===== src/design/sliding_window_label_vote_assert.svh =====
// assertion macros of the label vote design, used by the sequencer
`ifndef SLIDING_WINDOW_LABEL_VOTE_ASSERT_SVH
`define SLIDING_WINDOW_LABEL_VOTE_ASSERT_SVH

// property must hold at every rising clock edge outside reset
`define SWLV_ASSERT(name, clk, rstn, prop) \
  name: assert property (@(posedge clk) disable iff (!rstn) (prop)) \
    else $error("swlv assertion failed");

// condition must never be seen at a rising clock edge outside reset
`define SWLV_ASSERT_NEVER(name, clk, rstn, cond) \
  name: assert property (@(posedge clk) disable iff (!rstn) !(cond)) \
    else $error("swlv forbidden condition seen");

`endif


===== src/design/swlv_pkg.sv =====
// shared constants and types of the sliding window label vote
`timescale 1ns / 1ps
`default_nettype none

package swlv_pkg;

  localparam int unsigned NUM_CLASSES_DEF   = 90;
  localparam int unsigned HISTORY_DEPTH_DEF = 32;

  localparam int unsigned CLASS_W    = 7;
  localparam int unsigned RANK_W     = 7;
  localparam int unsigned WIN_W      = 6;
  localparam int unsigned WARM_W     = 5;
  localparam int unsigned CFG_ADDR_W = 1;
  localparam int unsigned CFG_DATA_W = 6;

  localparam logic [WIN_W-1:0]  WINDOW_LIMIT_RST = 6'd30;
  localparam logic [WARM_W-1:0] WARMUP_LIMIT_RST = 5'd5;

  // register indexes
  localparam logic [CFG_ADDR_W-1:0] REG_WINDOW_LIMIT = 1'b0;
  localparam logic [CFG_ADDR_W-1:0] REG_WARMUP_LIMIT = 1'b1;

  // item kinds
  localparam logic FUNC_LABEL = 1'b0;
  localparam logic FUNC_EMPTY = 1'b1;

  // broadcast from the sequencer to every class cell
  typedef struct packed {
    logic               inc_en;
    logic [CLASS_W-1:0] inc_class;
    logic               dec_en;
    logic [CLASS_W-1:0] dec_class;
    logic               seen_en;
    logic [CLASS_W-1:0] seen_class;
    logic [RANK_W-1:0]  seen_rank;
  } cnt_upd_t;

endpackage

`default_nettype wire


===== src/design/swlv_ctrl.sv =====
// sequencer: config registers, history ring and item handshakes
`timescale 1ns / 1ps
`default_nettype none
`include "sliding_window_label_vote_assert.svh"

module swlv_ctrl #(
  parameter int unsigned NUM_CLASSES   = 90,
  parameter int unsigned HISTORY_DEPTH = 32
) (
  input  wire logic                            clk_i,
  input  wire logic                            rst_ni,
  input  wire logic                            cfg_we_i,
  input  wire logic [swlv_pkg::CFG_ADDR_W-1:0] cfg_addr_i,
  input  wire logic [swlv_pkg::CFG_DATA_W-1:0] cfg_wdata_i,
  input  wire logic                            s_valid_i,
  output logic                                 s_ready_o,
  input  wire logic                            s_func_i,
  input  wire logic [swlv_pkg::CLASS_W-1:0]    s_class_i,
  output logic                                 m_valid_o,
  input  wire logic                            m_ready_i,
  output logic                                 m_has_label_o,
  output logic [swlv_pkg::CLASS_W-1:0]         m_class_o,
  output swlv_pkg::cnt_upd_t                   upd_o,
  input  wire logic                            fresh_i,
  output logic                                 vote_start_o,
  input  wire logic                            vote_done_i,
  input  wire logic                            vote_found_i,
  input  wire logic [swlv_pkg::CLASS_W-1:0]    vote_class_i
);

  import swlv_pkg::*;

  localparam int unsigned HEAD_W = $clog2(HISTORY_DEPTH);
  localparam int unsigned LEN_W  = $clog2(HISTORY_DEPTH + 1);
  localparam int unsigned SUM_W  = LEN_W + 1;
  localparam int unsigned SEEN_W = $clog2(NUM_CLASSES + 1);
  localparam int unsigned CMP_W  = ((LEN_W > WIN_W) ? LEN_W : WIN_W) + 1;

  localparam logic [2:0] ST_IDLE      = 3'd0;
  localparam logic [2:0] ST_DROP_PRE  = 3'd1;
  localparam logic [2:0] ST_APPEND    = 3'd2;
  localparam logic [2:0] ST_SETTLE    = 3'd3;
  localparam logic [2:0] ST_DROP_POST = 3'd4;
  localparam logic [2:0] ST_VSTART    = 3'd5;
  localparam logic [2:0] ST_VOTE      = 3'd6;
  localparam logic [2:0] ST_OUT       = 3'd7;

  logic [2:0]         state_q, state_d;
  logic [HEAD_W-1:0]  head_q, head_d, head_inc;
  logic [LEN_W-1:0]   len_q, len_d;
  logic [SEEN_W-1:0]  seen_total_q, seen_total_d;
  logic [WIN_W-1:0]   win_q;
  logic [WARM_W-1:0]  warm_q;
  logic [CLASS_W-1:0] cls_q, cls_d;
  logic               vote_q, vote_d;
  logic               has_q, has_d;
  logic [CLASS_W-1:0] res_q, res_d;
  logic [CLASS_W-1:0] rd_q;
  logic               ring_we;
  logic [SUM_W-1:0]   pos_sum;
  logic [HEAD_W-1:0]  pos;
  logic               class_ok;

  logic [CLASS_W-1:0] ring_mem [HISTORY_DEPTH];

  // write slot behind the newest entry, wrapping round the ring
  assign pos_sum  = SUM_W'(head_q) + SUM_W'(len_q);
  assign pos      = (pos_sum >= SUM_W'(HISTORY_DEPTH)) ?
                    HEAD_W'(pos_sum - SUM_W'(HISTORY_DEPTH)) : HEAD_W'(pos_sum);
  assign head_inc = (head_q == HEAD_W'(HISTORY_DEPTH - 1)) ? '0 : head_q + HEAD_W'(1);
  assign class_ok = {1'b0, s_class_i} < (CLASS_W + 1)'(NUM_CLASSES);

  always_ff @(posedge clk_i) begin
    if (ring_we) begin
      ring_mem[pos] <= cls_q;
    end
    rd_q <= ring_mem[head_q];
  end

  always_comb begin
    state_d      = state_q;
    head_d       = head_q;
    len_d        = len_q;
    seen_total_d = seen_total_q;
    cls_d        = cls_q;
    vote_d       = vote_q;
    has_d        = has_q;
    res_d        = res_q;
    ring_we      = 1'b0;
    vote_start_o = 1'b0;
    upd_o        = '0;

    unique case (state_q)
      ST_IDLE: begin
        if (s_valid_i) begin
          cls_d  = s_class_i;
          has_d  = 1'b0;
          res_d  = '0;
          vote_d = 1'b0;
          if (s_func_i == FUNC_EMPTY) begin
            state_d = (len_q != '0) ? ST_DROP_POST : ST_OUT;
          end else if (!class_ok) begin
            state_d = ST_OUT;
          end else begin
            upd_o.seen_en    = 1'b1;
            upd_o.seen_class = s_class_i;
            upd_o.seen_rank  = RANK_W'(seen_total_q);
            if (fresh_i) begin
              seen_total_d = seen_total_q + SEEN_W'(1);
            end
            vote_d  = CMP_W'(len_q) > CMP_W'(warm_q);
            state_d = (len_q == LEN_W'(HISTORY_DEPTH)) ? ST_DROP_PRE : ST_APPEND;
          end
        end
      end
      ST_DROP_PRE: begin
        upd_o.dec_en    = 1'b1;
        upd_o.dec_class = rd_q;
        head_d          = head_inc;
        len_d           = len_q - LEN_W'(1);
        state_d         = ST_APPEND;
      end
      ST_APPEND: begin
        ring_we         = 1'b1;
        upd_o.inc_en    = 1'b1;
        upd_o.inc_class = cls_q;
        len_d           = len_q + LEN_W'(1);
        if (!vote_q) begin
          state_d = ST_OUT;
        end else if (CMP_W'(len_q) + CMP_W'(1) > CMP_W'(win_q)) begin
          state_d = ST_SETTLE;
        end else begin
          state_d = ST_VSTART;
        end
      end
      ST_SETTLE: begin
        state_d = ST_DROP_POST;
      end
      ST_DROP_POST: begin
        upd_o.dec_en    = 1'b1;
        upd_o.dec_class = rd_q;
        head_d          = head_inc;
        len_d           = len_q - LEN_W'(1);
        state_d         = vote_q ? ST_VSTART : ST_OUT;
      end
      ST_VSTART: begin
        vote_start_o = 1'b1;
        state_d      = ST_VOTE;
      end
      ST_VOTE: begin
        if (vote_done_i) begin
          has_d   = vote_found_i;
          res_d   = vote_found_i ? vote_class_i : '0;
          state_d = ST_OUT;
        end
      end
      ST_OUT: begin
        if (m_ready_i) begin
          state_d = ST_IDLE;
        end
      end
      default: begin
        state_d = ST_IDLE;
      end
    endcase
  end

  always_ff @(posedge clk_i or negedge rst_ni) begin
    if (!rst_ni) begin
      state_q      <= ST_IDLE;
      head_q       <= '0;
      len_q        <= '0;
      seen_total_q <= '0;
      vote_q       <= 1'b0;
      win_q        <= WINDOW_LIMIT_RST;
      warm_q       <= WARMUP_LIMIT_RST;
    end else begin
      state_q      <= state_d;
      head_q       <= head_d;
      len_q        <= len_d;
      seen_total_q <= seen_total_d;
      vote_q       <= vote_d;
      if (cfg_we_i) begin
        unique case (cfg_addr_i)
          REG_WINDOW_LIMIT: win_q  <= cfg_wdata_i;
          REG_WARMUP_LIMIT: warm_q <= cfg_wdata_i[WARM_W-1:0];
          default: ;
        endcase
      end
    end
  end

  always_ff @(posedge clk_i) begin
    cls_q <= cls_d;
    has_q <= has_d;
    res_q <= res_d;
  end

  assign s_ready_o     = (state_q == ST_IDLE);
  assign m_valid_o     = (state_q == ST_OUT);
  assign m_has_label_o = has_q;
  assign m_class_o     = res_q;

  `SWLV_ASSERT(a_len_bound, clk_i, rst_ni, len_q <= LEN_W'(HISTORY_DEPTH))
  `SWLV_ASSERT(a_head_bound, clk_i, rst_ni, head_q <= HEAD_W'(HISTORY_DEPTH - 1))
  `SWLV_ASSERT(a_seen_bound, clk_i, rst_ni, seen_total_q <= SEEN_W'(NUM_CLASSES))
  `SWLV_ASSERT(a_label_range, clk_i, rst_ni, (m_valid_o && m_has_label_o) |-> ({1'b0, m_class_o} < (CLASS_W + 1)'(NUM_CLASSES)))
  `SWLV_ASSERT_NEVER(a_done_outside_vote, clk_i, rst_ni, vote_done_i && (state_q != ST_VOTE))

endmodule

`default_nettype wire


===== config.mk =====
export PLATFORM = sky130hd
export DESIGN_NAME = swlv_ctrl
export DESIGN_NICKNAME = d
export VERILOG_FILES = /design/src/design/swlv_pkg.sv /design/src/design/swlv_ctrl.sv
export VERILOG_INCLUDE_DIRS = /design/src /design/src/design
export SDC_FILE = /design/constraint.sdc
export NUM_CORES = 1
export LEC_CHECK = 0
export BUFFER_PORTS_ARGS = -buffer_cell sky130_fd_sc_hd__buf_2
export CORE_ASPECT_RATIO = 1.75
export CORE_MARGIN = 2
export CORE_UTILIZATION = 50
export CTS_CLUSTER_SIZE = 20
export DETAILED_ROUTE_END_ITERATION = 16
export GPL_TIMING_DRIVEN = 1
export PLACE_DENSITY = 0.68
export SLEW_MARGIN = 20
export SYNTH_ARGS = -nofsm -noshare
export SYNTH_HDL_FRONTEND = slang
export SYNTH_SLANG_ARGS = --single-unit
export TNS_END_PERCENT = 100

===== constraint.sdc =====
create_clock -name clk_i -period 6.5 [get_ports clk_i]
set_clock_uncertainty 0.05 [all_clocks]
set_input_delay 0.65 -clock clk_i [delete_from_list [all_inputs] [get_ports clk_i]]
set_output_delay 0.65 -clock clk_i [all_outputs]
set_load 0.03 [all_outputs]

==> impl_metrics.tcl <==
set metrics [dict create \
    status "finished clean" \
    die_w_um 120 \
    cts.sinks 279 \
    clk_pin_slew_ns 0.07 \
    clk_root_buffer_cell "clkbuf_16" \
    path_class "flop to flop" \
    drt_first_iter_violations 471 \
    area_delta_synth_final_pct 12.0 \
    grt_pass1_wl_um 40700 \
    grt_setup_unrepaired "no" \
    io_buffers 71 \
    post-route-period-util_pct 52.4 \
    die_h_um 208 \
    groute.usage.overall_pct 22.2 \
    fin_util_pct 57.0 \
    synthMuxAreaShare_pct 11.6 \
    ys_warn_count 0 \
    cp-start-kind "flop" \
    num_io_pins 72 \
    path_max_fanout 48 \
    fin_nets 854 \
    drc 0 \
    synth_fp_nets 781 \
    antenna_found_initial 0 \
    powerDensity_nw_per_um2 417 \
    overflow 0 \
    nFillCells 1843 \
    cts-hold-fix-buffers 0 \
    tightest_slew_ns 0.951 \
    ir_drop_uv 251 \
    drt_wl_total_um 27500 \
    ys_types 56 \
    synthCells 725 \
    wl_per_cell_um 24.6 \
    synthFlopType "edfxtp_1" \
    yosysMostFrequentCell "edfxtp_1" \
    hold_path_class "input port to async pin" \
    crit_chain "buf_16, fa_1, a21o_1, a21oi_2, xnor2_1, or3_1, nor2_1" \
    routed_via_density 5.94 \
    synth_xor_area_share_pct 1.62 \
    synthSimpleGateAreaFrac_pct 8.26 \
    synth-seq-cells 279 \
    diodes 0 \
    grt_max_degree 77 \
    maxSlewViolCount 0 \
    synth-async-reset-ratio_pct 11.8 \
    worst-path-buf-inv 1 \
    vias 6638 \
    layout_setup_ws_ns 3.09 \
    ctsResizeCount 0 \
    hpwl_um 18700 \
    crit_slowest_cell "dfrtp_4" \
    fin_crit_ns 3.41 \
    path_delay_family "simple AND/OR/NAND/NOR gates" \
    ant_nets 0 \
    yosys-top-cells-count "edfxtp_1 (239), mux4_2 (42), nor2_1 (37)" \
    cp.arrival_ns 3.52 \
    placed_cell_area_um2 12500 \
    synth_top_area_cell "edfxtp_1" \
    ys_seq_area_share_pct 68.7 \
    place_ws_ns 2.87 \
    leakage_nw 4.80 \
    synth_top_family_by_area "multiplexers" \
    avgSynthCellArea_um2 16.4 \
    cap_violations 0 \
    synth_area_um2 11900 \
    synth-edff-count 239 \
    fp-row-count 74 \
    post_cts_buffers 0 \
    firstDrtPassIters 5 \
    report.final.setup_viol 0 \
    layout-drive-gt1-share_pct 23.4 \
    yosys-top-cells-area "edfxtp_1 (60%), mux4_2 (8.0%), dfrtp_1 (5.7%)" \
    cts_max_level 1 \
    critPathCaptureType "flop" \
    dieArea_um2 25000 \
    clkLatencyLatePin_ns 0.53 \
    synth_compound_area_share_pct 4.87 \
    setup_tns_ns 0 \
    clk_path_buf_depth 3 \
    fin_area_um2 13300 \
    fmax_mhz 294 \
    power_w 0.00554 \
    synth_top_area_share_pct 60.5 \
    start_util_pct 50.9 \
    yosys.area_share.adder_pct 2.87 \
    cts_tree "done" \
    hold_violations 0 \
    slowest_delay_ns 0.67 \
    numCtsBuffers 23 \
    gp_congestion 0.913 \
    cp.required_ns 6.62 \
    seqCellArea_um2 8160 \
    first_global_vias 6903 \
    slew_headroom_pct 35.7 \
    coreArea_um2 23300 \
    multi_input_area_um2 3470 \
]
[state kept, by name, indices dropped and copies added, names as in the netlist]
register and cells:
head_q 5, m_has_label_o 1, vote_q 1, ring_mem 224, state_q 3, warm_q 5
m_class_o 7, len_q 6, win_q 6, rd_q 7, seen_total_q 7, cls_q 7
[per-stage QoR]
| stage | instances | hold slack [ns] |
|---|---|---|
| after floorplan | 725 | 0.304 |
| after global placement | 1076 | 0.412 |
| after detailed placement | 1076 | 0.442 |
| after CTS | 1116 | 0.161 |
| after global routing | 1117 | 0.205 |
| final | 1117 | 0.154 |
[routing by layer]
| metal | GRT usage [%] | share of wire, % | up-vias |
|---|---|---|---|
| met4 | 12.9 | 5.9 | 0 |
| met5 | 0 | 0 | - |
| li1 | - | - | 2953 |
| met2 | 40.9 | 55 | 260 |
| met1 | 23.8 | 34 | 3339 |
| met3 | 2.97 | 5.3 | 86 |
[logic make-up after synthesis]
| logic type | count (synthesis) |
|---|---|
| DFF | 279 |
| adders and majority gates | 26 |
| xor gates and xnor gates | 22 |
| buffers and inverters | 51 |
| AOI/OAI and AO/OA | 86 |
| muxes | 83 |
| and+or+nand+nor | 178 |
[power breakdown]
| part | leakage (nW) | switching (W) | internal [W] |
|---|---|---|---|
| sequential | 2.61 | 0.000184 | 0.00208 |
| clock | 0.380 | 0.000600 | 0.000821 |
| combinational | 1.81 | 0.00109 | 0.000768 |
| total | 4.80 | 0.00187 | 0.00367 |
[path summary, 6_finish.rpt]
kind                       slack, ns  cells after the start              end            start
max in group asynchronous       5.66                      1        head_q[1]           rst_ni
setup / recovery                3.09                      7  ring_mem[30][2]        head_q[1]
hold reg to reg                 0.45                      1  seen_total_q[6]  seen_total_q[6]
setup reg to reg                3.09                      7  ring_mem[30][2]        head_q[1]
min in group clk_i              0.26                      1         cls_q[0]     s_class_i[0]
hold / removal                  0.15                      1  seen_total_q[3]           rst_ni
[layout by cell type (no fill, tap or decap), types with 7 or more instances in the layout]
cell,count
o21ai_0,15
a31oi_1,8
edfxtp_1,239
inv_1,16
and3_1,7
buf_2,71
dfrtp_1,25
nor2_1,37
dfxtp_1,7
xnor2_1,16
nand3_1,23
nand4_1,11
and2_1,36
buf_4,10
mux2i_1,30
ha_1,24
a21oi_1,12
mux2_2,10
nand2_1,30
mux4_2,42
a22oi_1,29
clkbuf_16,23
[cell type report]
class                           instances  area share [%]
Sequential cell                       279            61.3
Multi-Input combinational cell        395            26.1
Clock buffer                           27            4.52
Timing Repair Buffer                   82            3.44
Tap cell                              304            2.86
Clock inverter                         13            1.28
Inverter                               17           0.480
No activity file was read; power rests on OpenSTA's default activity.
