**config.mk**
```make
export PLATFORM = sky130hd
export DESIGN_NAME = swlv_cell
export DESIGN_NICKNAME = d
export VERILOG_FILES = /design/src/design/sliding_window_label_vote_assert.svh /design/src/design/swlv_pkg.sv /design/src/design/swlv_cell.sv
export SDC_FILE = /design/constraint.sdc
export NUM_CORES = 1
export LEC_CHECK = 0
export ABC_AREA = 1
export BUFFER_PORTS_ARGS = -buffer_cell sky130_fd_sc_hd__buf_2
export CAP_MARGIN = 20
export CORE_AREA = 2 2 67 63
export DETAILED_ROUTE_END_ITERATION = 8
export DIE_AREA = 0 0 69 65
export GPL_ROUTABILITY_DRIVEN = 1
export GPL_TIMING_DRIVEN = 0
export PLACE_DENSITY = 0.82
export SYNTH_ARGS = -nofsm -noshare
export SYNTH_HDL_FRONTEND = slang
export SYNTH_SLANG_ARGS = --single-unit
```
**constraint.sdc**
```tcl
create_clock -name clk_i -period 3.84 [get_ports clk_i]
set_input_delay 0.384 -clock clk_i [delete_from_list [all_inputs] [get_ports clk_i]]
set_output_delay 0.384 -clock clk_i [all_outputs]
set_load 0.05 [all_outputs]
```
**src/design/sliding_window_label_vote_assert.svh**
```systemverilog
// assertion macros of the label vote design, used by the sequencer
`ifndef SLIDING_WINDOW_LABEL_VOTE_ASSERT_SVH
`define SLIDING_WINDOW_LABEL_VOTE_ASSERT_SVH

// property must hold at every rising clock edge outside reset
`define SWLV_ASSERT(name, clk, rstn, prop) \
  name: assert property (@(posedge clk) disable iff (!rstn) (prop)) \
    else $error("swlv assertion failed");

// condition must never be seen at a rising clock edge outside reset
`define SWLV_ASSERT_NEVER(name, clk, rstn, cond) \
  name: assert property (@(posedge clk) disable iff (!rstn) !(cond)) \
    else $error("swlv forbidden condition seen");

`endif

```
**src/design/swlv_pkg.sv**
```systemverilog
// shared constants and types of the sliding window label vote
`timescale 1ns / 1ps
`default_nettype none

package swlv_pkg;

  localparam int unsigned NUM_CLASSES_DEF   = 90;
  localparam int unsigned HISTORY_DEPTH_DEF = 32;

  localparam int unsigned CLASS_W    = 7;
  localparam int unsigned RANK_W     = 7;
  localparam int unsigned WIN_W      = 6;
  localparam int unsigned WARM_W     = 5;
  localparam int unsigned CFG_ADDR_W = 1;
  localparam int unsigned CFG_DATA_W = 6;

  localparam logic [WIN_W-1:0]  WINDOW_LIMIT_RST = 6'd30;
  localparam logic [WARM_W-1:0] WARMUP_LIMIT_RST = 5'd5;

  // register indexes
  localparam logic [CFG_ADDR_W-1:0] REG_WINDOW_LIMIT = 1'b0;
  localparam logic [CFG_ADDR_W-1:0] REG_WARMUP_LIMIT = 1'b1;

  // item kinds
  localparam logic FUNC_LABEL = 1'b0;
  localparam logic FUNC_EMPTY = 1'b1;

  // broadcast from the sequencer to every class cell
  typedef struct packed {
    logic               inc_en;
    logic [CLASS_W-1:0] inc_class;
    logic               dec_en;
    logic [CLASS_W-1:0] dec_class;
    logic               seen_en;
    logic [CLASS_W-1:0] seen_class;
    logic [RANK_W-1:0]  seen_rank;
  } cnt_upd_t;

endpackage

`default_nettype wire

```
**src/design/swlv_cell.sv**
```systemverilog
// one class cell: count, first-seen rank and one stage of the vote chain
`timescale 1ns / 1ps
`default_nettype none

module swlv_cell #(
  parameter int unsigned IDX   = 0,
  parameter int unsigned CNT_W = 6,
  parameter int unsigned RNK_W = 7
) (
  input  wire logic                         clk_i,
  input  wire logic                         rst_ni,
  input  wire swlv_pkg::cnt_upd_t           upd_i,
  output logic                              fresh_o,
  input  wire logic                         tok_valid_i,
  input  wire logic                         tok_found_i,
  input  wire logic [swlv_pkg::CLASS_W-1:0] tok_class_i,
  input  wire logic [CNT_W-1:0]             tok_cnt_i,
  input  wire logic [RNK_W-1:0]             tok_rank_i,
  output logic                              tok_valid_o,
  output logic                              tok_found_o,
  output logic [swlv_pkg::CLASS_W-1:0]      tok_class_o,
  output logic [CNT_W-1:0]                  tok_cnt_o,
  output logic [RNK_W-1:0]                  tok_rank_o
);

  import swlv_pkg::*;

  localparam logic [CLASS_W-1:0] MY_CLASS = CLASS_W'(IDX);

  logic             hit_inc;
  logic             hit_dec;
  logic             hit_seen;
  logic             better;
  logic [CNT_W-1:0] count_q;
  logic [CNT_W-1:0] count_d;
  logic             seen_q;
  logic [RNK_W-1:0] rank_q;
  logic             tok_valid_q;
  logic             tok_found_q;
  logic [CLASS_W-1:0] tok_class_q;
  logic [CNT_W-1:0] tok_cnt_q;
  logic [RNK_W-1:0] tok_rank_q;

  assign hit_inc  = upd_i.inc_en  && (upd_i.inc_class  == MY_CLASS);
  assign hit_dec  = upd_i.dec_en  && (upd_i.dec_class  == MY_CLASS);
  assign hit_seen = upd_i.seen_en && (upd_i.seen_class == MY_CLASS);
  assign fresh_o  = hit_seen && !seen_q;

  always_comb begin
    count_d = count_q;
    if (hit_inc && !hit_dec) begin
      count_d = count_q + CNT_W'(1);
    end else if (hit_dec && !hit_inc && (count_q != '0)) begin
      count_d = count_q - CNT_W'(1);
    end
  end

  // higher count wins, equal count goes to the earlier first-seen class
  assign better = seen_q && (count_q != '0) &&
                  (!tok_found_i || (count_q > tok_cnt_i) ||
                   ((count_q == tok_cnt_i) && (rank_q < tok_rank_i)));

  always_ff @(posedge clk_i or negedge rst_ni) begin
    if (!rst_ni) begin
      count_q     <= '0;
      seen_q      <= 1'b0;
      tok_valid_q <= 1'b0;
    end else begin
      count_q     <= count_d;
      tok_valid_q <= tok_valid_i;
      if (fresh_o) begin
        seen_q <= 1'b1;
      end
    end
  end

  always_ff @(posedge clk_i) begin
    if (fresh_o) begin
      rank_q <= upd_i.seen_rank[RNK_W-1:0];
    end
    tok_found_q <= tok_found_i || better;
    tok_class_q <= better ? MY_CLASS : tok_class_i;
    tok_cnt_q   <= better ? count_q  : tok_cnt_i;
    tok_rank_q  <= better ? rank_q   : tok_rank_i;
  end

  assign tok_valid_o = tok_valid_q;
  assign tok_found_o = tok_found_q;
  assign tok_class_o = tok_class_q;
  assign tok_cnt_o   = tok_cnt_q;
  assign tok_rank_o  = tok_rank_q;

endmodule

`default_nettype wire

```
==> summary.txt, run 1 <==
Placed design
  – Port Buffers: 77
  – Placer Congestion: roughly 0.77
  – Post-Place Worst Slack: 1.61 ns
  – Post-DP HPWL: 3.13 mm
  – Placed Area: between 2000 and 2500 µm²
  – Dpl cells: 347

STA
  – Final Skew: roughly 0.012 ns
  – Minimum clock period: roughly 2.2 ns
  – Fmax: 461 MHz
  – Unrepaired setup endpoints after global routing: false
  – Worst hold slack: 0.205 ns
  – Final period util: 56.5%
  – TNS Setup: 0 ns
  – Final worst setup slack: approximately 1.7 ns
  – Worst-Margin Slew: 0.684 ns
  – Relative slew slack: 54.2%
  – Final hold violations: 0
  – Setup violators final: 0
  – Final slew viol count: 0

Drt
  – TritonRoute pass-1 iters: 4
  – Drt drc: 0
  – Antenna Nets Post-Route: 0
  – Via density: 4.63
  – Drt total wl: 3.83 mm
  – Via count: 1647
  – Wire length per cell: 10.8 µm
  – DRT iter0 DRCs: 46

Synth
  – Synth warnings: 0
  – Most used DFF post-synth: dfxtp_1
  – Yosys cell types: 27
  – Syn nets: roughly 290
  – Sequential element share of the synthesized area: 45.8%
  – Cells after Synth: around 220
  – Ys async rst share: 22.2%
  – EDFF count, synth: 7
  – Synthesized area per cell: 8.17 µm²
  – Cell area after synthesis: 1810 µm²
  – FF+latch count, synth: 36

Job
  – MaxCap Viol Count: 0

Power and ir drop
  – Power Total: 1.15 mW
  – Switching Power: between 0.4 and 0.5 mW
  – Sequential share of power: 41.5%
  – Pwr/cell area: between 400 and 500 nW/µm²
  – Comb power frac: approximately 37%
  – Switching share of power: 38.4%
  – Clock share of power: 21.6%
  – Int Pwr: 0.712 mW
  – Max rail drop VDD: 0.207 mV
  – P_leak: 1.33 nW

Final layout
  – Antenna diodes: 0
  – Final non-filler cell area: 2350 µm²
  – Net count reported at finish: roughly 380
  – Layout cell share with drive strength beyond 1: 30.8%
  – Final Util: 61.0%
  – Fill count: between 300 and 400
  – Area Overhead vs Synth: 29.6%
  – Non-Filler Instances: 356
  – Multi-input gate area: 825 µm²
  – Seq. cell area: 831 µm²

Critical path
  – R2R setup slack: roughly 2 ns
  – Crit path kind: reg -> out
  – Arrival time worst endpoint: 1.79 ns
  – Worst Setup SP: seen_q
  – Reg2Reg Launch Point: count_q[0]
  – RR Endpoint: tok_rank_o[2]
  – Worst endpoint required time: 3.46 ns
  – CP endpoint kind: output port
  – R2r worst-path depth: 10
  – Crit-path max FO: 9
  – Startpoint Class: flip-flop

Clock network
  – CTS Buf Count: 5
  – Maximum clock insertion buffer count: 2
  – CTS Root Cell: clkbuf_8
  – CTS tree: built
  – Clock Sinks: 36
  – H-tree depth: 2
  – Worst-path clk slew: 0.07 ns
  – Postcts setup bufs: 0
  – Clock latency on the worst-skew pair: 0.29 ns

Floorplanning
  – Core box area: 3850 µm²
  – Die width: slightly below 70 µm
  – Starting Density: 47.1%
  – Ports: 78
  – Site row count: 22
  – Die ar.: roughly 4500 µm²
  – Die height: 65 µm

Global route
  – Largest net degree at the start of global routing: 12
  – Number of global-route vias before repair: 1535
  – Initial antenna violation count: 0
  – GRT overflow: 0
  – GRT Total Usage: between 10% and 20%
  – First-pass GRT wire length: between 6 and 7 mm

Worst hold path
  – Worst Hold Endpoint: tok_valid_o
  – Hold Path Stages: 1
  – Hold Path Class: in -> reg
  – Hold_sp: tok_valid_i

Run status
  – Status: finished clean
[cell usage in the layout, fill, tap and decap left out, types with 2 or more instances in the layout]
cell	n
buf_2	78
nand2_1	59
inv_1	35
nor2_1	24
dfxtp_1	21
nand3_1	18
ha_1	16
a21oi_1	8
dfrtp_1	8
edfxtp_1	7
clkbuf_8	5
nand2_2	3
nand4_1	2
nand3b_1	2
or2_2	2
xor2_1	2
o21ai_0	2
xnor2_1	2
clkbuf_1	2
[flip-flops by register name, indices dropped and copies added (netlist names)]
name,count
tok_valid_o,1
rank_q,7
tok_cnt_o,6
tok_rank_o,7
tok_found_o,1
seen_q,1
tok_class_o,7
count_q,6
[cell families (layout without fill, tap and decap cells)]
logic type | after synthesis | in the layout | synth area share, %
AND/OR/NAND/NOR | 115 | 115 | 28.2
buffers and inverters | 39 | 125 | 8.76
flip-flops | 36 | 36 | 45.8
adder cells (fa/ha/maj) | 17 | 17 | 12.1
AO/OA/AOI/OAI | 11 | 11 | 3.17
XOR/XNOR | 4 | 4 | 1.93
[worst max-delay path by stage]
stage | to | cells past startpoint | slack, ns
after global routing | fresh_o | 4 | 1.54
after global placement | count_q[5] | 13 | 1.64
after floorplan | rank_q[0] | 3 | 1.78
after detailed placement | count_q[5] | 13 | 1.61
final | fresh_o | 4 | 1.67
after CTS | fresh_o | 4 | 1.63
[final cells by class]
class / instances / area share, %
Sequential cell: 36 / 35.3
Multi-Input combinational cell: 147 / 35.1
Timing Repair Buffer: 78 / 16.8
Inverter: 36 / 5.75
Clock buffer: 7 / 3.25
Tap cell: 48 / 2.55
Buffer: 3 / 1.01
Clock inverter: 1 / 0.213
[cells in the mapped netlist, types with 2 or more instances]
library cell,count,area share [%]
a21oi_1,8,2.2
dfrtp_1,8,11
dfxtp_1,21,23
edfxtp_1,7,12
ha_1,16,11
inv_1,35,7.2
nand2_1,59,12
nand2_2,3,1.0
nand3_1,18,5.0
nand3b_1,2,0.83
nand4_1,2,0.69
nor2_1,24,5.0
o21ai_0,2,0.55
or2_2,2,0.69
xnor2_1,2,0.97
xor2_1,2,0.97
[timing repair]
action | 4_1_cts | 5_1_grt
gates resized for setup | 0 | 0
endpoints found under the hold margin | 8 | 0
hold buffers | 1 | 0
[worst max-delay path: stages, from the launching register on]
cell and delay [ns]:
dfrtp_1 0.40, nor2_1 0.11, nand2_1 0.06, nor2_1 0.53
buf_2 0.39
[power groups by stage]
| stage | clock [mW] | combinational (mW) | sequential [mW] |
|---|---|---|---|
| global placement | 0 | 0.413 | 0.485 |
| floorplan | 0 | 0.205 | 0.596 |
| global route | 0.277 | 0.475 | 0.486 |
| detailed placement | 0 | 0.427 | 0.487 |
| CTS | 0.257 | 0.430 | 0.479 |
| finish | 0.249 | 0.427 | 0.479 |
[routing by layer]
layer	part of all wire (%)	vias up	global-route usage (%)
met1	39	712	18.4
met3	7.9	9	6.38
met2	50	60	34.3
met4	2.4	0	9.31
li1	-	866	-
met5	0	-	0
Power figures use the tool's default switching activity.
==> inputs of run 2 (changes only) <==
- CORE_AREA: 2 2 67 63 -> 2 2 69 64
- DIE_AREA: 0 0 69 65 -> 0 0 71 66
- PLACE_DENSITY: 0.82 -> 0.78
- clock period: 3.84 -> 2.3 ns (I/O delays scaled with it)
==> summary.txt, run 2 (same netlist as run 1, synthesis figures left out) <==
STA
  – Setup violators final: 0 (unchanged)
  – Final slew viol count: 0 (unchanged)
  – Worst hold slack: 0.0463 ns (-0.159 ns)
  – Final Skew: 0.00585 ns (-0.00595 ns)
  – Final period util: 89.2%
  – Final worst setup slack: 0.248 ns (-1.42 ns)
  – TNS Setup: 0 ns (unchanged)
  – Fmax: just under 500 MHz
  – Final hold violations: 0 (unchanged)
  – Minimum clock period: just over 2 ns
  – Worst-Margin Slew: 0.723 ns (+0.0385 ns)
  – Relative slew slack: 51.6% (-2.6 points)
  – Unrepaired setup endpoints after global routing: false

Power and ir drop
  – Comb power frac: 36.9% (about the same)
  – Pwr/cell area: 819 nW/µm² (+67%)
  – P_leak: 1.33 nW (unchanged)
  – Switching share of power: 38.3% (-0.070 points)
  – Int Pwr: 1.19 mW (+67%)
  – Switching Power: 0.737 mW (+66%)
  – Sequential share of power: 41.4% (about the same)
  – Max rail drop VDD: 0.284 mV (+37%)
  – Clock share of power: 21.7% (about the same)

Worst hold path
  – Worst Hold Endpoint: tok_valid_o
  – Hold_sp: tok_valid_i
  – Hold Path Class: in -> reg
  – Hold Path Stages: 1 (unchanged)

Floorplanning
  – Core box area: 3990 µm² (+3.6%)
  – Ports: 78 (unchanged)
  – Starting Density: 45.5% (-1.6 points)
  – Die height: 66 µm (+1.5%)
  – Site row count: 22 (unchanged)
  – Die width: 71 µm (+2.9%)
  – Die ar.: 4690 µm² (+4.5%)

Drt
  – Drt total wl: 3.64 mm (-4.9%)
  – Antenna Nets Post-Route: 0 (unchanged)
  – Met3 wire len: 190 µm (-37%)
  – Wire length per cell: 10.2 µm (-4.9%)
  – Wl on met1: 1.61 mm (+7.1%)
  – Met2 wire len: 1.76 mm (-8.9%)
  – Via density: 4.68 (+1.2%)
  – Via count: 1667 (+1.2%)
  – Drt drc: 0 (unchanged)
  – Max Used Layer: met4
  – DRT iter0 DRCs: 25 (-46%)
  – TritonRoute pass-1 iters: 4 (unchanged)

Global route
  – Largest net degree at the start of global routing: 12 (unchanged)
  – First-pass GRT wire length: 6.08 mm (-5.7%)
  – GRT Total Usage: 16.6% (-1.9 points)
  – Initial antenna violation count: 0 (unchanged)
  – Number of global-route vias before repair: 1471 (-4.2%)
  – GRT overflow: 0 (unchanged)

Final layout
  – Area Overhead vs Synth: 29.6% (unchanged)
  – Final non-filler cell area: 2350 µm² (unchanged)
  – Most common cell after layout, fill and taps aside: buf_2
  – Commonest cells after routing, fill and taps aside: buf_2, nand2_1, inv_1
  – Final Util: 58.9% (-2.1 points)
  – Antenna diodes: 0 (unchanged)
  – Fill count: 366 (+5.5%)
  – Net count reported at finish: 379 (unchanged)
  – Layout cell share with drive strength beyond 1: 30.8% (unchanged)

Critical path
  – Startpoint Class: flip-flop
  – Cell Chain, Critical Path: nor2_1 > nand2_1 > nor2_1 > buf_2
  – Slowest cell on the critical path: nor2_1
  – R2R setup slack: 0.49 ns (-1.50 ns)
  – CP dominant cell by count: nor2_1
  – CP endpoint kind: output port
  – Reg2Reg Launch Point: count_q[0]
  – Arrival time worst endpoint: 1.82 ns (+0.03 ns)
  – R2r worst-path depth: 10 (unchanged)
  – Crit-path max FO: 9 (unchanged)
  – Worst Setup SP: seen_q
  – RR Endpoint: tok_cnt_o[4]
  – Crit path kind: reg -> out
  – Worst endpoint required time: 2.07 ns (-1.39 ns)
  – Crit-path max cell delay: 0.56 ns (+0.03 ns)

Clock network
  – Maximum clock insertion buffer count: 2 (unchanged)
  – Worst-path clk slew: 0.07 ns (about the same)
  – CTS tree: built
  – CTS Root Cell: clkbuf_8
  – Postcts setup bufs: 0 (unchanged)
  – Clock Sinks: 36 (unchanged)
  – CTS Buf Count: 5 (unchanged)
  – Number of hold buffers added after cts: 1 (unchanged)
  – Clock latency on the worst-skew pair: 0.29 ns (about the same)
  – H-tree depth: 2 (unchanged)
  – CTS resizes: 0 (unchanged)

Placed design
  – Post-DP HPWL: 2.93 mm (-6.3%)
  – Port Buffers: 77 (unchanged)
  – Post-Place Worst Slack: 0.168 ns (-1.44 ns)
  – Placer Congestion: 0.819 (+5.7%)
  – Placed Area: 2260 µm² (unchanged)

Run status
  – Status: finished clean

Job
  – MaxCap Viol Count: 0 (unchanged)
==> run 2: through the flow <==
stage / instances / total power, mW
after floorplan: 222 / 1.34
after global placement: 347 / 1.50
after detailed placement: 347 / 1.52
after CTS: 356 / 1.94
after global routing: 356 / 2.05
final: 356 / 1.93
==> run 2: cell type report <==
type,instances,area (µm²),area share (%)
Buffer,3,23.8,1.01
Clock buffer,7,76.3,3.25
Clock inverter,1,5.00,0.213
Inverter,36,135,5.75
Multi-Input combinational cell,147,825,35.1
Sequential cell,36,831,35.3
Tap cell,48,60.1,2.55
Timing Repair Buffer,78,395,16.8
==> run 2: routing by layer <==
metal  vias up  global-route usage (%)
li1        866                       -
met1       736                    18.6
met2        57                    29.7
met3         8                    3.66
met4         0                    8.49
met5         -                       0
==> run 2: worst max-delay path by stage <==
| stage | end | slack (ns) | cells past startpoint |
|---|---|---|---|
| after global placement | count_q[5] | 0.22 | 13 |
| after detailed placement | count_q[5] | 0.17 | 13 |
| final | fresh_o | 0.25 | 4 |
| after floorplan | rank_q[0] | 0.40 | 3 |
| after CTS | fresh_o | 0.24 | 4 |
| after global routing | fresh_o | 0.15 | 4 |
==> run 2: worst max-delay path, delay by kind of cell, from the launching register on <==
family                 cells  cell delay [ns]
AND/OR/NAND/NOR            3             0.73
flip-flops                 1             0.41
buffers and inverters      1             0.39
==> run 2: power by group through the flow <==
stage / logic (mW) / registers (mW) / clock network [mW]
floorplan: 0.342 / 0.996 / 0
global placement: 0.693 / 0.809 / 0
detailed placement: 0.710 / 0.813 / 0
CTS: 0.714 / 0.799 / 0.429
global route: 0.787 / 0.807 / 0.459
finish: 0.711 / 0.798 / 0.417
==> inputs of run 3 (changes only) <==
- ABC_AREA: 1 -> default
- CORE_AREA: 2 2 69 64 -> 2 2 68 63
- DIE_AREA: 0 0 71 66 -> 0 0 70 65
==> summary.txt, run 3 <==
STA
  – Relative slew slack: 63.1% (+11 points)
  – Unrepaired setup endpoints after global routing: false
  – Final period util: 94.2% (+5.0 points)
  – Final Skew: 0.00283 ns (-0.00301 ns)
  – Fmax: 461 MHz (-5.3%)
  – Final slew viol count: 0 (unchanged)
  – Setup violators final: 0 (unchanged)
  – Worst hold slack: 0.0620 ns (+0.0156 ns)
  – Final hold violations: 0 (unchanged)
  – Worst-Margin Slew: 0.551 ns (-0.171 ns)
  – Minimum clock period: 2.17 ns (+0.115 ns)

Critical path
  – Cell Chain, Critical Path: ha_1 > a211o_1 > a31oi_1 > o211ai_1 > a31oi_2 > buf_6 > mux2_4
  – Crit-path max cell delay: 0.39 ns (-0.17 ns)
  – Startpoint Class: flip-flop
  – Arrival time worst endpoint: 2.33 ns (+0.51 ns)
  – Crit path kind: reg -> reg
  – CP endpoint kind: flip-flop
  – Crit-path max FO: 10 (+1)
  – Worst endpoint required time: 2.46 ns (+0.39 ns)
  – Slowest cell on the critical path: edfxtp_1

Clock network
  – Clock Sinks: 36 (unchanged)
  – Worst-path clk slew: 0.07 ns (about the same)
  – Clock latency on the worst-skew pair: 0.27 ns (-0.02 ns)
  – CTS Buf Count: 5 (unchanged)
  – H-tree depth: 2 (unchanged)
  – Postcts setup bufs: 0 (unchanged)
  – CTS tree: built
  – Maximum clock insertion buffer count: 2 (unchanged)
  – CTS Root Cell: clkbuf_8

Final layout
  – Non-Filler Instances: 276 (-22%)
  – Most common cell after layout, fill and taps aside: buf_2
  – Antenna diodes: 0 (unchanged)
  – Net count reported at finish: 300 (-21%)
  – Layout cell share with drive strength beyond 1: 45.6% (+15 points)
  – Commonest cells after routing, fill and taps aside: buf_2, dfxtp_1, ha_1
  – Multi-input gate area: 820 µm² (-0.61%)
  – Fill count: 358 (-2.2%)
  – Area Overhead vs Synth: 31.8%
  – Seq. cell area: 831 µm² (unchanged)

Floorplanning
  – Site row count: 22 (unchanged)
  – Core box area: 3910 µm² (-2.1%)
  – Ports: 78 (unchanged)
  – Die height: 65 µm (-1.5%)
  – Starting Density: 43.8% (-1.6 points)
  – Die ar.: 4550 µm² (-2.9%)
  – Die width: 70 µm (-1.4%)

Job
  – MaxCap Viol Count: 0 (unchanged)

Drt
  – Drt drc: 0 (unchanged)
  – DRT iter0 DRCs: 24 (-4.0%)
  – TritonRoute pass-1 iters: 2 (-2)
  – Antenna Nets Post-Route: 0 (unchanged)
  – Via count: 1338 (-20%)
  – Via density: 4.85 (+3.5%)
  – Wire length per cell: 11.8 µm (+16%)
  – Drt total wl: 3.27 mm (-10%)

Worst hold path
  – Hold Path Class: in -> reg

Power and ir drop
  – Max rail drop VDD: 0.391 mV (+38%)
  – Power Total: 1.82 mW (-5.4%)
  – Switching share of power: 34.3% (-3.9 points)
  – Comb power frac: 34.9% (-2.0 points)
  – Int Pwr: 1.20 mW (+0.60%)
  – Clock share of power: 22.1% (+0.4 points)
  – Switching Power: 0.626 mW (-15%)
  – Sequential share of power: 43.1% (+1.7 points)
  – Pwr/cell area: 807 nW/µm² (-1.5%)
  – P_leak: 1.14 nW (-15%)

Synth
  – Leading area contributor after synthesis: dfxtp_1
  – Most used DFF post-synth: dfxtp_1
  – Synth top area share: 24.5% (+1.4 points)
  – Top-count cell post-synth: dfxtp_1
  – Cells after Synth: 143 (-36%)
  – XOR/XNOR Fraction of Synth Area: 2.56% (+0.63 points)
  – Top post-synthesis cells by count: dfxtp_1, ha_1, inv_1, dfrtp_1, nor2b_1
  – Adder-cell share of the synthesized area: 12.9% (+0.72 points)
  – Top cells by area, synth: dfxtp_1, edfxtp_1, dfrtp_1
  – Yosys cell types: 40 (+48%)
  – Syn nets: 215 (-27%)
  – Ys async rst share: 22.2% (unchanged)
  – Main combinational cell family by area after synthesis: adder cells
  – Sequential element share of the synthesized area: 48.5% (+2.7 points)
  – Complex-gate fraction of the synthesized area: 11.2% (+8.0 points)
  – Synth warnings: 0 (unchanged)
  – FF+latch count, synth: 36 (unchanged)
  – Synthesized area per cell: 12.0 µm² (+47%)
  – EDFF count, synth: 7 (unchanged)
  – Mux cell area share after synthesis: 9.35% (+9.3 points)
  – Simple-gate portion of the synthesized area: 11.2% (-17 points)
  – Cell area after synthesis: 1710 µm² (-5.6%)

Global route
  – Initial antenna violation count: 0 (unchanged)
  – First-pass GRT wire length: 5.19 mm (-15%)
  – GRT overflow: 0 (unchanged)
  – Largest net degree at the start of global routing: 11 (-1)
  – Number of global-route vias before repair: 1235 (-16%)
  – GRT Total Usage: 14.5% (-2.1 points)

Placed design
  – Dpl cells: 268 (-23%)
  – Placer Congestion: 0.726 (-11%)
  – Port Buffers: 77 (unchanged)
  – Post-DP HPWL: 2.70 mm (-7.9%)

Run status
  – Status: finished clean
[run 3: power by group through the flow]
stage / clock network [mW] / logic, mW / registers, mW
6_report: 0.402 / 0.635 / 0.785
5_1_grt: 0.442 / 0.697 / 0.796
4_1_cts: 0.417 / 0.641 / 0.786
3_5_place_dp: 0 / 0.639 / 0.799
3_3_place_gp: 0 / 0.623 / 0.796
2_1_floorplan: 0 / 0.317 / 0.958
[run 3: routing by layer]
metal	global-route usage (%)	share of wire, %	up-vias
met5	0	0	-
met1	17.3	42	597
li1	-	-	681
met3	2.80	5.6	9
met4	6.73	2.6	0
met2	25.2	50	51
[run 3: layout make-up]
cell class | instances | area share, %
Buffer | 3 | 0.942
Clock buffer | 6 | 3.22
Clock inverter | 1 | 0.222
Inverter | 14 | 2.33
Multi-Input combinational cell | 90 | 36.3
Sequential cell | 36 | 36.8
Tap cell | 48 | 2.66
Timing Repair Buffer | 78 | 17.5
[run 3: path summary, 6_finish.rpt]
| check | cells past startpoint | start | end | slack, ns |
|---|---|---|---|---|
| max | 7 | rank_q[2] | tok_rank_o[2] | 0.13 |
| min | 1 | tok_valid_i | tok_valid_o | 0.06 |
| max reg2reg | 7 | rank_q[2] | tok_rank_o[2] | 0.13 |
| min reg2reg | 1 | rank_q[6] | tok_rank_o[6] | 0.52 |
| max in group asynchronous | 2 | rst_ni | count_q[4] | 1.80 |
| min in group asynchronous | 2 | rst_ni | tok_valid_o | 0.33 |
[run 3: stage by stage]
step	area, µm²	setup TNS, ns	utilization [%]	worst slack, ns
2_1_floorplan	1710	0	-	0.264
3_3_place_gp	2160	-0.0566	55.2	-0.0566
3_5_place_dp	2160	-0.0644	55.2	-0.0637
4_1_cts	2250	0	57.5	0.111
5_1_grt	2260	0	57.7	0.0117
6_report	2260	0	57.7	0.133
[run 3: cells by family after synthesis]
kind of cell             after synthesis
AO/OA/AOI/OAI                         26
buffers and inverters                 17
flip-flops                            36
multiplexers                          12
adder cells (fa/ha/maj)               17
XOR/XNOR                               5
AND/OR/NAND/NOR                       30
[run 3: worst max-delay path, delay by kind of cell, from the launching register on]
kind | cells | cell delay [ns]
multiplexers | 1 | 0.31
adder cells (fa/ha/maj) | 1 | 0.30
flip-flops | 1 | 0.39
AO/OA/AOI/OAI | 4 | 0.86
buffers and inverters | 1 | 0.19
[run 3: what timing repair did]
| item | CTS | global route |
|---|---|---|
| hold buffers | 1 | 0 |
| hold endpoints to repair | 8 | 0 |
| endpoints found under the setup margin | 0 | 1 |
| resized for setup | 0 | 2 |
